<file path="config.mk">
export PLATFORM = sky130hd
export DESIGN_NAME = stepper_step_dir_positioner
export DESIGN_NICKNAME = d
export VERILOG_FILES = /design/src/rtl/core/ssdp_pkg.sv /design/src/rtl/core/stepper_step_dir_positioner.sv /design/src/rtl/core/ssdp_core.sv /design/src/rtl/core/ssdp_obuf.sv
export SDC_FILE = /design/constraint.sdc
export NUM_CORES = 1
export LEC_CHECK = 0
export ABC_AREA = 0
export ABC_CLOCK_PERIOD_IN_PS = 6100
export BUFFER_PORTS_ARGS = -buffer_cell sky130_fd_sc_hd__buf_2
export CAP_MARGIN = 20
export CORE_UTILIZATION = 55
export CTS_BUF_LIST = sky130_fd_sc_hd__clkbuf_16
export DETAILED_ROUTE_END_ITERATION = 10
export GPL_ROUTABILITY_DRIVEN = 0
export PLACE_DENSITY = 0.74
export SLEW_MARGIN = 0
export SYNTH_ARGS = -nofsm -noshare
export SYNTH_HDL_FRONTEND = slang
export SYNTH_SLANG_ARGS = --single-unit
export TNS_END_PERCENT = 10
</file>
<file path="constraint.sdc">
create_clock -name clk -period 6.1 [get_ports clk]
set_input_delay 1.525 -clock clk [delete_from_list [all_inputs] [get_ports clk]]
set_output_delay 1.525 -clock clk [all_outputs]
set_load 0.02 [all_outputs]
</file>
<file path="src/rtl/core/ssdp_pkg.sv">
package ssdp_pkg;

    // Input command kinds
    localparam logic [1:0] CMD_TICK = 2'd0;
    localparam logic [1:0] CMD_MOVE = 2'd1;
    localparam logic [1:0] CMD_GOTO = 2'd2;
    localparam logic [1:0] CMD_HOME = 2'd3;

    // Result status codes
    localparam logic [1:0] STAT_OK    = 2'd0;
    localparam logic [1:0] STAT_RANGE = 2'd1;
    localparam logic [1:0] STAT_BUSY  = 2'd2;

    // Configuration register indexes
    localparam int unsigned CFG_IDX_W = 3;
    localparam int unsigned CFG_DATA_W = 32;
    localparam logic [CFG_IDX_W-1:0] REG_STEP_HALF = 3'd0;
    localparam logic [CFG_IDX_W-1:0] REG_HOME_HALF = 3'd1;
    localparam logic [CFG_IDX_W-1:0] REG_HOME_EN   = 3'd2;
    localparam logic [CFG_IDX_W-1:0] REG_MIN_POS   = 3'd3;
    localparam logic [CFG_IDX_W-1:0] REG_MAX_POS   = 3'd4;

    localparam int unsigned HALF_W = 16;
    localparam int unsigned OUT_POS_W = 32;

    typedef struct packed {
        logic [1:0]         command;
        logic [30:0]        step_count;
        logic               move_up;
        logic signed [31:0] target;
        logic               limit_switch;
    } item_t;

    typedef struct packed {
        logic [1:0]           status;
        logic                 step_level;
        logic                 dir_level;
        logic [OUT_POS_W-1:0] position;
        logic                 busy_res;
    } result_t;

endpackage

</file>
<file path="src/rtl/core/stepper_step_dir_positioner.sv">
// Step/direction positioner for a stepper motor driver.
// Slave stream: one transfer per item. tuser carries the command (tick, relative
// move, absolute go-to, home); tdata carries step count, direction, target and
// the limit switch level sampled with ticks. Send one tick transfer per
// microsecond; commands arrive interleaved with ticks.
// Master stream: exactly one result transfer per input item, in order, carrying
// status, step and direction levels, the current position and the busy flag.
// Configuration: write cfg_data to register cfg_index while the block is idle
// (half periods, homing enable, go-to limits).
// Flow: an accepted item lands in the input register and passes the update logic once
// the output side has room; its result is registered in the output register and shows on
// m_tvalid. Throughput is one item per clock while the output side has room, set by the
// single pass of update logic between the input register and the output register.
// Reset clears position, counters, pulse and direction outputs, the run state
// and all configuration registers; no output transfer is pending afterward.
// When the receiver stalls, the output register plus a skid stage absorb
// results; s_tready drops only once both are full and the input register holds.
module stepper_step_dir_positioner #(
    parameter int POSITION_WIDTH = 32,
    parameter int DELAY_WIDTH    = 16
) (
    input  logic                            clk,
    input  logic                            rst_n,
    // Configuration write port
    input  logic                            cfg_we,
    input  logic [ssdp_pkg::CFG_IDX_W-1:0]  cfg_index,
    input  logic [ssdp_pkg::CFG_DATA_W-1:0] cfg_data,
    // Input items
    input  logic                            s_tvalid,
    output logic                            s_tready,
    // [30:0] step_count, [31] move_up, [63:32] target, [64] limit_switch, [71:65] zero
    input  logic [71:0]                     s_tdata,
    // [1:0] command
    input  logic [1:0]                      s_tuser,
    // Result items
    output logic                            m_tvalid,
    input  logic                            m_tready,
    // [1:0] status, [2] step_level, [3] dir_level, [35:4] position, [36] busy_res,
    // [39:37] zero
    output logic [39:0]                     m_tdata
);

    logic              in_valid_reg;
    ssdp_pkg::item_t   in_item_reg;
    logic              advance;
    logic              room;
    ssdp_pkg::result_t result;
    ssdp_pkg::result_t out_data;

    // Advance the held item through the update logic whenever the output side has space
    assign advance  = in_valid_reg && room;
    assign s_tready = !in_valid_reg || room;

    always_ff @(posedge clk or negedge rst_n)
    begin
        if (!rst_n)
            in_valid_reg <= 1'b0;
        else if (s_tready)
            in_valid_reg <= s_tvalid;
    end

    always_ff @(posedge clk)
    begin
        if (s_tready && s_tvalid)
        begin
            in_item_reg.command      <= s_tuser;
            in_item_reg.step_count   <= s_tdata[30:0];
            in_item_reg.move_up      <= s_tdata[31];
            in_item_reg.target       <= signed'(s_tdata[63:32]);
            in_item_reg.limit_switch <= s_tdata[64];
        end
    end

    ssdp_core #(
        .POSITION_WIDTH (POSITION_WIDTH),
        .DELAY_WIDTH    (DELAY_WIDTH)
    ) u_core (
        .clk        (clk),
        .rst_n      (rst_n),
        .cfg_we     (cfg_we),
        .cfg_index  (cfg_index),
        .cfg_data   (cfg_data),
        .item_valid (advance),
        .item       (in_item_reg),
        .result     (result)
    );

    ssdp_obuf u_obuf (
        .clk       (clk),
        .rst_n     (rst_n),
        .push      (advance),
        .push_data (result),
        .room      (room),
        .out_valid (m_tvalid),
        .out_ready (m_tready),
        .out_data  (out_data)
    );

    assign m_tdata = {3'b000, out_data.busy_res, out_data.position, out_data.dir_level,
                      out_data.step_level, out_data.status};

endmodule

</file>
<file path="src/rtl/core/ssdp_core.sv">
module ssdp_core #(
    parameter int POSITION_WIDTH = 32,
    parameter int DELAY_WIDTH    = 16
) (
    input  logic                                clk,
    input  logic                                rst_n,
    input  logic                                cfg_we,
    input  logic [ssdp_pkg::CFG_IDX_W-1:0]      cfg_index,
    input  logic [ssdp_pkg::CFG_DATA_W-1:0]     cfg_data,
    input  logic                                item_valid,
    input  ssdp_pkg::item_t                     item,
    output ssdp_pkg::result_t                   result
);

    localparam int CMP_W  = ((POSITION_WIDTH > 32) ? POSITION_WIDTH : 32) + 1;
    localparam int HEXT_W = (DELAY_WIDTH > 16) ? DELAY_WIDTH : 16;

    localparam logic [1:0] MODE_IDLE = 2'd0;
    localparam logic [1:0] MODE_MOVE = 2'd1;
    localparam logic [1:0] MODE_HOME = 2'd2;

    // Configuration registers
    logic [ssdp_pkg::HALF_W-1:0] step_half_reg;
    logic [ssdp_pkg::HALF_W-1:0] home_half_reg;
    logic                        home_en_reg;
    logic signed [31:0]          min_pos_reg;
    logic signed [31:0]          max_pos_reg;

    // Run state
    logic [POSITION_WIDTH-1:0] pos_reg,   pos_next;
    logic [CMP_W-1:0]          left_reg,  left_next;
    logic [DELAY_WIDTH-1:0]    cnt_reg,   cnt_next;
    logic                      pulse_reg, pulse_next;
    logic                      dir_reg,   dir_next;
    logic [1:0]                mode_reg,  mode_next;
    logic [1:0]                status;

    logic [HEXT_W-1:0]       half_ext;
    logic [DELAY_WIDTH-1:0]  half_raw;
    logic [DELAY_WIDTH-1:0]  half_eff;
    logic [DELAY_WIDTH-1:0]  cnt_inc;
    logic [CMP_W-1:0]        left_dec;
    logic signed [CMP_W-1:0] tgt_s, pos_s, min_s, max_s;
    logic [CMP_W-1:0]        dist_up, dist_down;

    always_ff @(posedge clk or negedge rst_n)
    begin
        if (!rst_n)
        begin
            step_half_reg <= '0;
            home_half_reg <= '0;
            home_en_reg   <= 1'b0;
            min_pos_reg   <= '0;
            max_pos_reg   <= '0;
        end
        else if (cfg_we)
        begin
            unique case (cfg_index)
                ssdp_pkg::REG_STEP_HALF: step_half_reg <= cfg_data[ssdp_pkg::HALF_W-1:0];
                ssdp_pkg::REG_HOME_HALF: home_half_reg <= cfg_data[ssdp_pkg::HALF_W-1:0];
                ssdp_pkg::REG_HOME_EN:   home_en_reg   <= cfg_data[0];
                ssdp_pkg::REG_MIN_POS:   min_pos_reg   <= signed'(cfg_data[31:0]);
                ssdp_pkg::REG_MAX_POS:   max_pos_reg   <= signed'(cfg_data[31:0]);
                default: ;
            endcase
        end
    end

    // Effective half period: live register of the running mode, zero acts as one
    always_comb
    begin
        half_ext = (mode_reg == MODE_MOVE) ? HEXT_W'(step_half_reg) : HEXT_W'(home_half_reg);
        half_raw = half_ext[DELAY_WIDTH-1:0];
        half_eff = (half_raw == '0) ? DELAY_WIDTH'(1) : half_raw;
    end

    assign cnt_inc   = cnt_reg + DELAY_WIDTH'(1);
    assign left_dec  = left_reg - CMP_W'(1);
    assign tgt_s     = CMP_W'(item.target);
    assign pos_s     = CMP_W'(signed'(pos_reg));
    assign min_s     = CMP_W'(min_pos_reg);
    assign max_s     = CMP_W'(max_pos_reg);
    assign dist_up   = tgt_s - pos_s;
    assign dist_down = pos_s - tgt_s;

    always_comb
    begin
        pos_next   = pos_reg;
        left_next  = left_reg;
        cnt_next   = cnt_reg;
        pulse_next = pulse_reg;
        dir_next   = dir_reg;
        mode_next  = mode_reg;
        status     = ssdp_pkg::STAT_OK;

        if (item.command == ssdp_pkg::CMD_TICK)
        begin
            if (mode_reg != MODE_IDLE)
            begin
                if (cnt_inc < half_eff)
                begin
                    cnt_next = cnt_inc;
                end
                else
                begin
                    cnt_next = '0;
                    if (pulse_reg)
                    begin
                        pulse_next = 1'b0;
                    end
                    else if (mode_reg == MODE_MOVE)
                    begin
                        // Step complete: count position, then start the next one if steps remain
                        pos_next  = dir_reg ? pos_reg - POSITION_WIDTH'(1)
                                            : pos_reg + POSITION_WIDTH'(1);
                        left_next = left_dec;
                        if (left_dec == '0)
                            mode_next = MODE_IDLE;
                        else
                            pulse_next = 1'b1;
                    end
                    else if (!item.limit_switch)
                    begin
                        pos_next  = '0;
                        mode_next = MODE_IDLE;
                    end
                    else
                    begin
                        pulse_next = 1'b1;
                    end
                end
            end
        end
        else if (mode_reg != MODE_IDLE)
        begin
            status = ssdp_pkg::STAT_BUSY;
        end
        else if (item.command == ssdp_pkg::CMD_MOVE)
        begin
            dir_next  = !item.move_up;
            left_next = CMP_W'(item.step_count);
            cnt_next  = '0;
            if (item.step_count != '0)
            begin
                mode_next  = MODE_MOVE;
                pulse_next = 1'b1;
            end
        end
        else if (item.command == ssdp_pkg::CMD_GOTO)
        begin
            if (tgt_s < min_s || tgt_s > max_s)
            begin
                status = ssdp_pkg::STAT_RANGE;
            end
            else if (tgt_s > pos_s)
            begin
                dir_next   = 1'b0;
                left_next  = dist_up;
                cnt_next   = '0;
                mode_next  = MODE_MOVE;
                pulse_next = 1'b1;
            end
            else if (tgt_s < pos_s)
            begin
                dir_next   = 1'b1;
                left_next  = dist_down;
                cnt_next   = '0;
                mode_next  = MODE_MOVE;
                pulse_next = 1'b1;
            end
        end
        else
        begin
            dir_next = 1'b1;
            cnt_next = '0;
            if (home_en_reg && item.limit_switch)
            begin
                mode_next  = MODE_HOME;
                pulse_next = 1'b1;
            end
            else
            begin
                pos_next = '0;
            end
        end
    end

    always_ff @(posedge clk or negedge rst_n)
    begin
        if (!rst_n)
        begin
            pos_reg   <= '0;
            left_reg  <= '0;
            cnt_reg   <= '0;
            pulse_reg <= 1'b0;
            dir_reg   <= 1'b0;
            mode_reg  <= MODE_IDLE;
        end
        else if (item_valid)
        begin
            pos_reg   <= pos_next;
            left_reg  <= left_next;
            cnt_reg   <= cnt_next;
            pulse_reg <= pulse_next;
            dir_reg   <= dir_next;
            mode_reg  <= mode_next;
        end
    end

    always_comb
    begin
        result.status     = status;
        result.step_level = pulse_next;
        result.dir_level  = dir_next;
        result.position   = ssdp_pkg::OUT_POS_W'(pos_next);
        result.busy_res   = (mode_next != MODE_IDLE);
    end

endmodule

</file>
<file path="src/rtl/core/ssdp_obuf.sv">
module ssdp_obuf (
    input  logic              clk,
    input  logic              rst_n,
    input  logic              push,
    input  ssdp_pkg::result_t push_data,
    output logic              room,
    output logic              out_valid,
    input  logic              out_ready,
    output ssdp_pkg::result_t out_data
);

    logic              head_valid_reg;
    logic              skid_valid_reg;
    ssdp_pkg::result_t head_reg;
    ssdp_pkg::result_t skid_reg;
    logic              pop;

    assign pop       = head_valid_reg && out_ready;
    assign room      = !skid_valid_reg;
    assign out_valid = head_valid_reg;
    assign out_data  = head_reg;

    always_ff @(posedge clk or negedge rst_n)
    begin
        if (!rst_n)
        begin
            head_valid_reg <= 1'b0;
            skid_valid_reg <= 1'b0;
        end
        else if (skid_valid_reg)
        begin
            // Drain the skid stage into the head on a taken transfer
            if (pop)
                skid_valid_reg <= 1'b0;
        end
        else if (push)
        begin
            if (!head_valid_reg || pop)
                head_valid_reg <= 1'b1;
            else
                skid_valid_reg <= 1'b1;
        end
        else if (pop)
        begin
            head_valid_reg <= 1'b0;
        end
    end

    always_ff @(posedge clk)
    begin
        if (skid_valid_reg)
        begin
            if (pop)
                head_reg <= skid_reg;
        end
        else if (push)
        begin
            if (!head_valid_reg || pop)
                head_reg <= push_data;
            else
                skid_reg <= push_data;
        end
    end

endmodule

</file>
==> flow_summary.json, run 1 <==
{
  "ys_ff_latch": 326,
  "status": "completed",
  "largest_register_ffs": 67,
  "worst_pin_slew_ps": 986.6,
  "synthCells": 2345,
  "clock_skew_ps": 17.17,
  "finalSetupTns_ps": 0,
  "cts.repair.resized": 0,
  "cts_sinks": 326,
  "rsz0062_at_grt": "false",
  "relSlewSlack_pct": 33.39,
  "core_um2": 39730,
  "root_buffer": "clkbuf_16",
  "period_needed_ps": 5140,
  "num_vias": 19240,
  "grtUsageTotal_pct": 31.45,
  "min_from": "u_core.min_pos_reg[30]",
  "drv_cap": 0,
  "total_power_mw": 9.591,
  "holdPathStages": 1,
  "rrSetupSlack_ps": 960,
  "h-tree-depth": 2,
  "r2r-end": "u_obuf.out_data[26]",
  "die_h_um": 202.9,
  "crit_type": "reg -> reg",
  "worstHoldEndpoint": "u_core.min_pos_reg[30]",
  "via_per_inst": 6.427,
  "synthesis.area_um2": 22190,
  "cts_buffer_depth": 3,
  "routedWlPerCell_um": 21.43,
  "ys.flop_type": "dfrtp_1",
  "drt-pass1-iter-count": 8,
  "yosys.cell_types.count": 94,
  "r2r_cells": 19,
  "hold_buffers": 0,
  "place_hpwl_mm": 47.64,
  "route.detailed.drc": 0,
  "overflow": 0,
  "port_buffers": 145,
  "ir_worst_vdd_v": 0.0002481,
  "synth_edf_count": 141,
  "antenna_found_initial": 1,
  "required_ps": 6420,
  "syn_to_final_growth_pct": 10.69,
  "leakage_nw": 10.72,
  "synth_warnings": 0,
  "start_util_pct": 55.85,
  "layout-drive-gt1-share_pct": 15.40,
  "first_iter_violations": 2116,
  "critPathMaxFanout": 12,
  "nets": 2736,
  "grt_pass1_vias": 18360,
  "start_kind": "flip-flop",
  "grt_pass1_wl_mm": 101.1,
  "clock_latency_ps": 570,
  "die_w_um": 202.9,
  "numCtsBuffers": 37,
  "yosysSeqAreaShare_pct": 39.95,
  "io-pin-count": 156,
  "worstPathArrival_ps": 5460,
  "fmax_mhz": 194.6,
  "fill_cells": 3321,
  "grt_max_degree": 109,
  "final-instance-count-excl-fill": 2994,
  "worstSetupEndpointType": "flip-flop",
  "placed_cells": 2925,
  "antenna_left": 0,
  "cts_tree": "yes",
  "async_flop_share_pct": 56.75,
  "slew_violations": 0,
  "powerDensity_nw_per_um2": 390.5,
  "hp-class": "reg -> reg",
  "cts_setup_buffers": 0,
  "cts.clk_slew.worst_paths_ps": 60,
  "finalWirelength_mm": 64.16,
  "post-route-util_pct": 61.81,
  "syn_avg_cell_area_um2": 9.462,
  "row_count": 73,
  "hold_viol_final": 0,
  "worstReg2RegStart": "u_core.cnt_reg[2]",
  "setup_violations": 0,
  "period_share_pct": 84.26,
  "die_area_um2": 41150
}
==> how the worst max path moves through the flow <==
| stage | startpoint | to | slack (ps) | cells past startpoint |
|---|---|---|---|---|
| 2_1_floorplan | u_core.mode_reg[1] | u_obuf.out_data[13] | 1600 | 20 |
| 3_3_place_gp | u_core.cnt_reg[2] | u_obuf.out_data[4] | 1110 | 20 |
| 3_5_place_dp | u_core.cnt_reg[2] | u_obuf.out_data[4] | 970 | 20 |
| 4_1_cts | u_core.cnt_reg[2] | u_obuf.out_data[4] | 910 | 20 |
| 5_1_grt | u_core.cnt_reg[2] | u_obuf.out_data[8] | 600 | 20 |
| 6_report | u_core.cnt_reg[2] | u_obuf.out_data[26] | 960 | 19 |
==> layer usage <==
| metal | part of all wire (%) | wire length, µm | track usage (%) | up-vias |
|---|---|---|---|---|
| li1 | - | - | - | 8816 |
| met1 | 41 | 26440 | 41.70 | 9287 |
| met2 | 44 | 28480 | 48.53 | 926 |
| met3 | 8.7 | 5599 | 6.485 | 210 |
| met4 | 5.7 | 3626 | 16.57 | 2 |
| met5 | 0.022 | 14 | 0 | - |
==> report_power, final <==
group	switching, mW	total (mW)	internal (mW)
registers	0.442	3.34	2.90
logic	2.52	4.02	1.49
clock network	0.923	2.23	1.31
==> per-stage QoR <==
step	cell area, µm²	hold slack [ps]	worst slack (ps)
floorplan	22200	474.3	1598
global placement	23330	487.7	1114
detailed placement	23340	492.8	972.7
CTS	24560	505.8	912.0
global route	24560	519.7	595.0
finish	24560	504.8	960.2
==> cell usage in the layout (no fill, tap or decap), drive strengths merged, types with 40 or more instances in the layout <==
master / instances
buf: 177
ha: 180
a21oi: 144
clkbuf: 41
nand4: 48
mux2: 104
nand3: 59
nor4: 49
o21ai: 174
nor3: 40
inv: 190
xnor2: 45
dfrtp: 185
nor2: 133
a21o: 63
edfxtp: 141
nand2: 201
==> worst max-delay path, cell delays in order (launching register included) <==
cell and delay, ps:
dfrtp_1 420, and3_1 190, and3_1 240, and3_1 250, and3_1 270, and3_1 200
and3_1 200, nand3_1 110, xnor2_1 170, ha_1 320, and4_1 200, nand3_1 80
o31ai_1 330, buf_4 210, o21ba_2 260, nand3_1 380, a21oi_1 260, buf_4 230
o21ai_0 230, mux2_2 340
==> final cells by class <==
| cell class | count | area [µm²] | area share, % |
|---|---|---|---|
| diodes | 1 | 2.502 | 0.01019 |
| clock buffers | 40 | 1001 | 4.076 |
| clock inverters | 28 | 211.5 | 0.8610 |
| inverters | 182 | 683.2 | 2.782 |
| multi-input cells | 1714 | 12140 | 49.44 |
| flip-flops and latches | 326 | 8864 | 36.09 |
| well taps | 525 | 656.9 | 2.675 |
| repair buffers | 178 | 998.5 | 4.065 |
==> cells in the mapped netlist, types with 45 or more instances <==
cell | n | area share [%]
ha_1 | 180 | 10
nor2_1 | 133 | 2.2
edfxtp_1 | 141 | 19
nand2_1 | 200 | 3.4
nand4_1 | 48 | 1.4
clkbuf_1 | 75 | 1.3
a21oi_1 | 144 | 3.2
o21ai_0 | 171 | 3.9
inv_1 | 180 | 3.0
dfrtp_1 | 185 | 21
nand3_1 | 58 | 1.3
xnor2_1 | 45 | 1.8
mux2_2 | 102 | 5.2
a21o_1 | 63 | 2.1
nor4_1 | 46 | 1.3
==> kinds of logic after synthesis <==
| logic type | after synthesis | synth area share [%] |
|---|---|---|
| AND/OR/NAND/NOR | 661 | 14.89 |
| AO/OA/AOI/OAI | 667 | 19.89 |
| other | 1 | 0.01690 |
| flip-flops | 326 | 39.95 |
| XOR/XNOR | 66 | 2.605 |
| adder cells (fa/ha/maj) | 183 | 10.42 |
| multiplexers | 134 | 6.648 |
| buffers and inverters | 307 | 5.582 |
(Power assumes the default switching activity.)
==> inputs of run 2 (changes only) <==
--- a/config.mk
+++ b/config.mk
@@ -6,7 +6,7 @@
 export NUM_CORES = 1
 export LEC_CHECK = 0
 export ABC_AREA = 0
-export ABC_CLOCK_PERIOD_IN_PS = 6100
+export ABC_CLOCK_PERIOD_IN_PS = 5020
 export BUFFER_PORTS_ARGS = -buffer_cell sky130_fd_sc_hd__buf_2
 export CAP_MARGIN = 20
 export CORE_UTILIZATION = 55
==> constraint.sdc (replaced) <==
create_clock -name clk -period 5.02 [get_ports clk]
set_input_delay 1.255 -clock clk [delete_from_list [all_inputs] [get_ports clk]]
set_output_delay 1.255 -clock clk [all_outputs]
set_load 0.02 [all_outputs]
==> run 2 against run 1 <==
Compared with the run above:
- combinational power up 22%
- sequential power up 22%
- count of clock-buffer cells in the layout down 3
- worst hold slack worse by 1.3 ps
- global-route usage up 0.24 points
- non-clock buffer count up 13
- highest routed layer unchanged
==> flow_summary.json, run 2 (same netlist as run 1, synthesis figures left out) <==
{
  "grt_pass1_vias": 18430,
  "start_util_pct": 55.85,
  "die_w_um": 202.9,
  "rsz0062_at_grt": "false",
  "die_area_um2": 41150,
  "cts_tree": "yes",
  "overflow": 0,
  "nets": 2748,
  "start_kind": "flip-flop",
  "hold_viol_final": 0,
  "root_buffer": "clkbuf_16",
  "grt_pass1_wl_mm": 101.8,
  "finalWirelength_mm": 64.69,
  "route.detailed.drc": 0,
  "layout.cell_area.non_filler_um2": 24660,
  "drv_cap": 0,
  "layout_common_cells": "nand2_1, inv_1, dfrtp_1, ha_1, o21ai_0",
  "grt_max_degree": 86,
  "post-route-util_pct": 62.06,
  "worstReg2RegStart": "u_core.pos_reg[24]",
  "relSlewSlack_pct": 34.57,
  "cts.clk_slew.worst_paths_ps": 60,
  "period_needed_ps": 4754,
  "die_h_um": 202.9,
  "place_area_um2": 23450,
  "dp_slack_ps": 88.97,
  "required_ps": 5500,
  "critPathMaxFanout": 13,
  "crit_type": "reg -> reg",
  "clock_skew_ps": 13.23,
  "regArea_um2": 8864,
  "drt-pass1-iter-count": 7,
  "min_from": "u_core.min_pos_reg[0]",
  "startpoint": "u_core.pos_reg[24]",
  "core_um2": 39730,
  "finalSetupTns_ps": 0,
  "num_vias": 19350,
  "layout-drive-gt1-share_pct": 16.10,
  "clock_latency_ps": 570,
  "antenna_found_initial": 2,
  "row_count": 73,
  "period_share_pct": 94.70,
  "status": "completed",
  "grtUsageTotal_pct": 31.69,
  "multi_input_area_um2": 12170,
  "hp-class": "reg -> reg",
  "slew_violations": 0,
  "place_hpwl_mm": 48.36,
  "worst_pin_slew_ps": 981.5,
  "ir_worst_vdd_v": 0.0002988,
  "cts_buffer_depth": 3,
  "final_common_cell": "nand2_1",
  "cts_sinks": 326,
  "via_per_inst": 6.440,
  "first_iter_violations": 2068,
  "worstPathArrival_ps": 5230,
  "fill_cells": 3321,
  "setup_ws_ps": 265.8,
  "fmax_mhz": 210.3,
  "routedWlPerCell_um": 21.54,
  "total_power_mw": 11.65,
  "worstSetupEndpointType": "flip-flop",
  "setup_violations": 0,
  "port_buffers": 145,
  "syn_to_final_growth_pct": 11.13,
  "antenna_left": 0,
  "io-pin-count": 156,
  "leakage_nw": 10.75,
  "numCtsBuffers": 36,
  "largest_register_ffs": 67,
  "powerDensity_nw_per_um2": 472.5,
  "h-tree-depth": 2,
  "n_antenna_cell": 0
}
[run 2: area by class of cell]
cell class	instances	area share, %
Multi-Input combinational cell	1714	49.34
Sequential cell	326	35.94
Timing Repair Buffer	191	4.480
Clock buffer	37	3.755
Inverter	182	2.770
Tap cell	525	2.664
Clock inverter	29	1.050
[run 2: path summary, 6_finish.rpt]
check | endpoint | slack, ps | cells past startpoint
max reg2reg | u_core.left_reg[21] | 270 | 13
max | u_core.left_reg[21] | 270 | 13
min | u_core.min_pos_reg[0] | 500 | 1
max in group asynchronous | u_core.step_half_reg[4] | 3330 | 2
min in group asynchronous | u_core.left_reg[1] | 770 | 1
min reg2reg | u_core.min_pos_reg[0] | 500 | 1
[run 2: stage by stage]
step | hold WS, ps | instances
2_1_floorplan | 474.3 | 2347
3_3_place_gp | 482.8 | 2938
3_5_place_dp | 488.9 | 2938
4_1_cts | 502.8 | 3004
5_1_grt | 516.8 | 3004
6_report | 503.5 | 3004
[run 2: per-layer routing]
layer  global-route usage, %  part of all wire (%)  vias up
li1                        -                     -     8827
met1                   42.63                    41     9268
met2                   48.58                    44     1026
met3                   5.441                   8.8      220
met4                   17.64                   6.1        4
met5                       0                 0.034        -
[run 2: timing repair]
item | CTS | global route
buffers inserted | 0 | 0
gates resized for setup | 0 | 6
endpoints found under the hold margin | 0 | 0
hold buffers | 0 | 0
endpoints found under the setup margin | 0 | 51
[run 2: worst max-delay path, stage by stage, from the launching register on]
cell and delay [ps]:
dfrtp_1 500, ha_1 540, nand4_1 320, nor2_1 290, nand4_1 200, o2111ai_1 520
nor2_1 340, nor2_1 390, buf_4 310, nor2_1 70, o22ai_1 390, mux2i_1 500
a32oi_1 170, o21ai_0 110
[run 2: where the power goes]
part / switching, mW / leakage (nW) / total (mW) / internal [mW]
registers: 0.559 / 3.67 / 4.08 / 3.52
logic: 3.06 / 6.50 / 4.89 / 1.83
clock network: 1.13 / 0.587 / 2.69 / 1.56
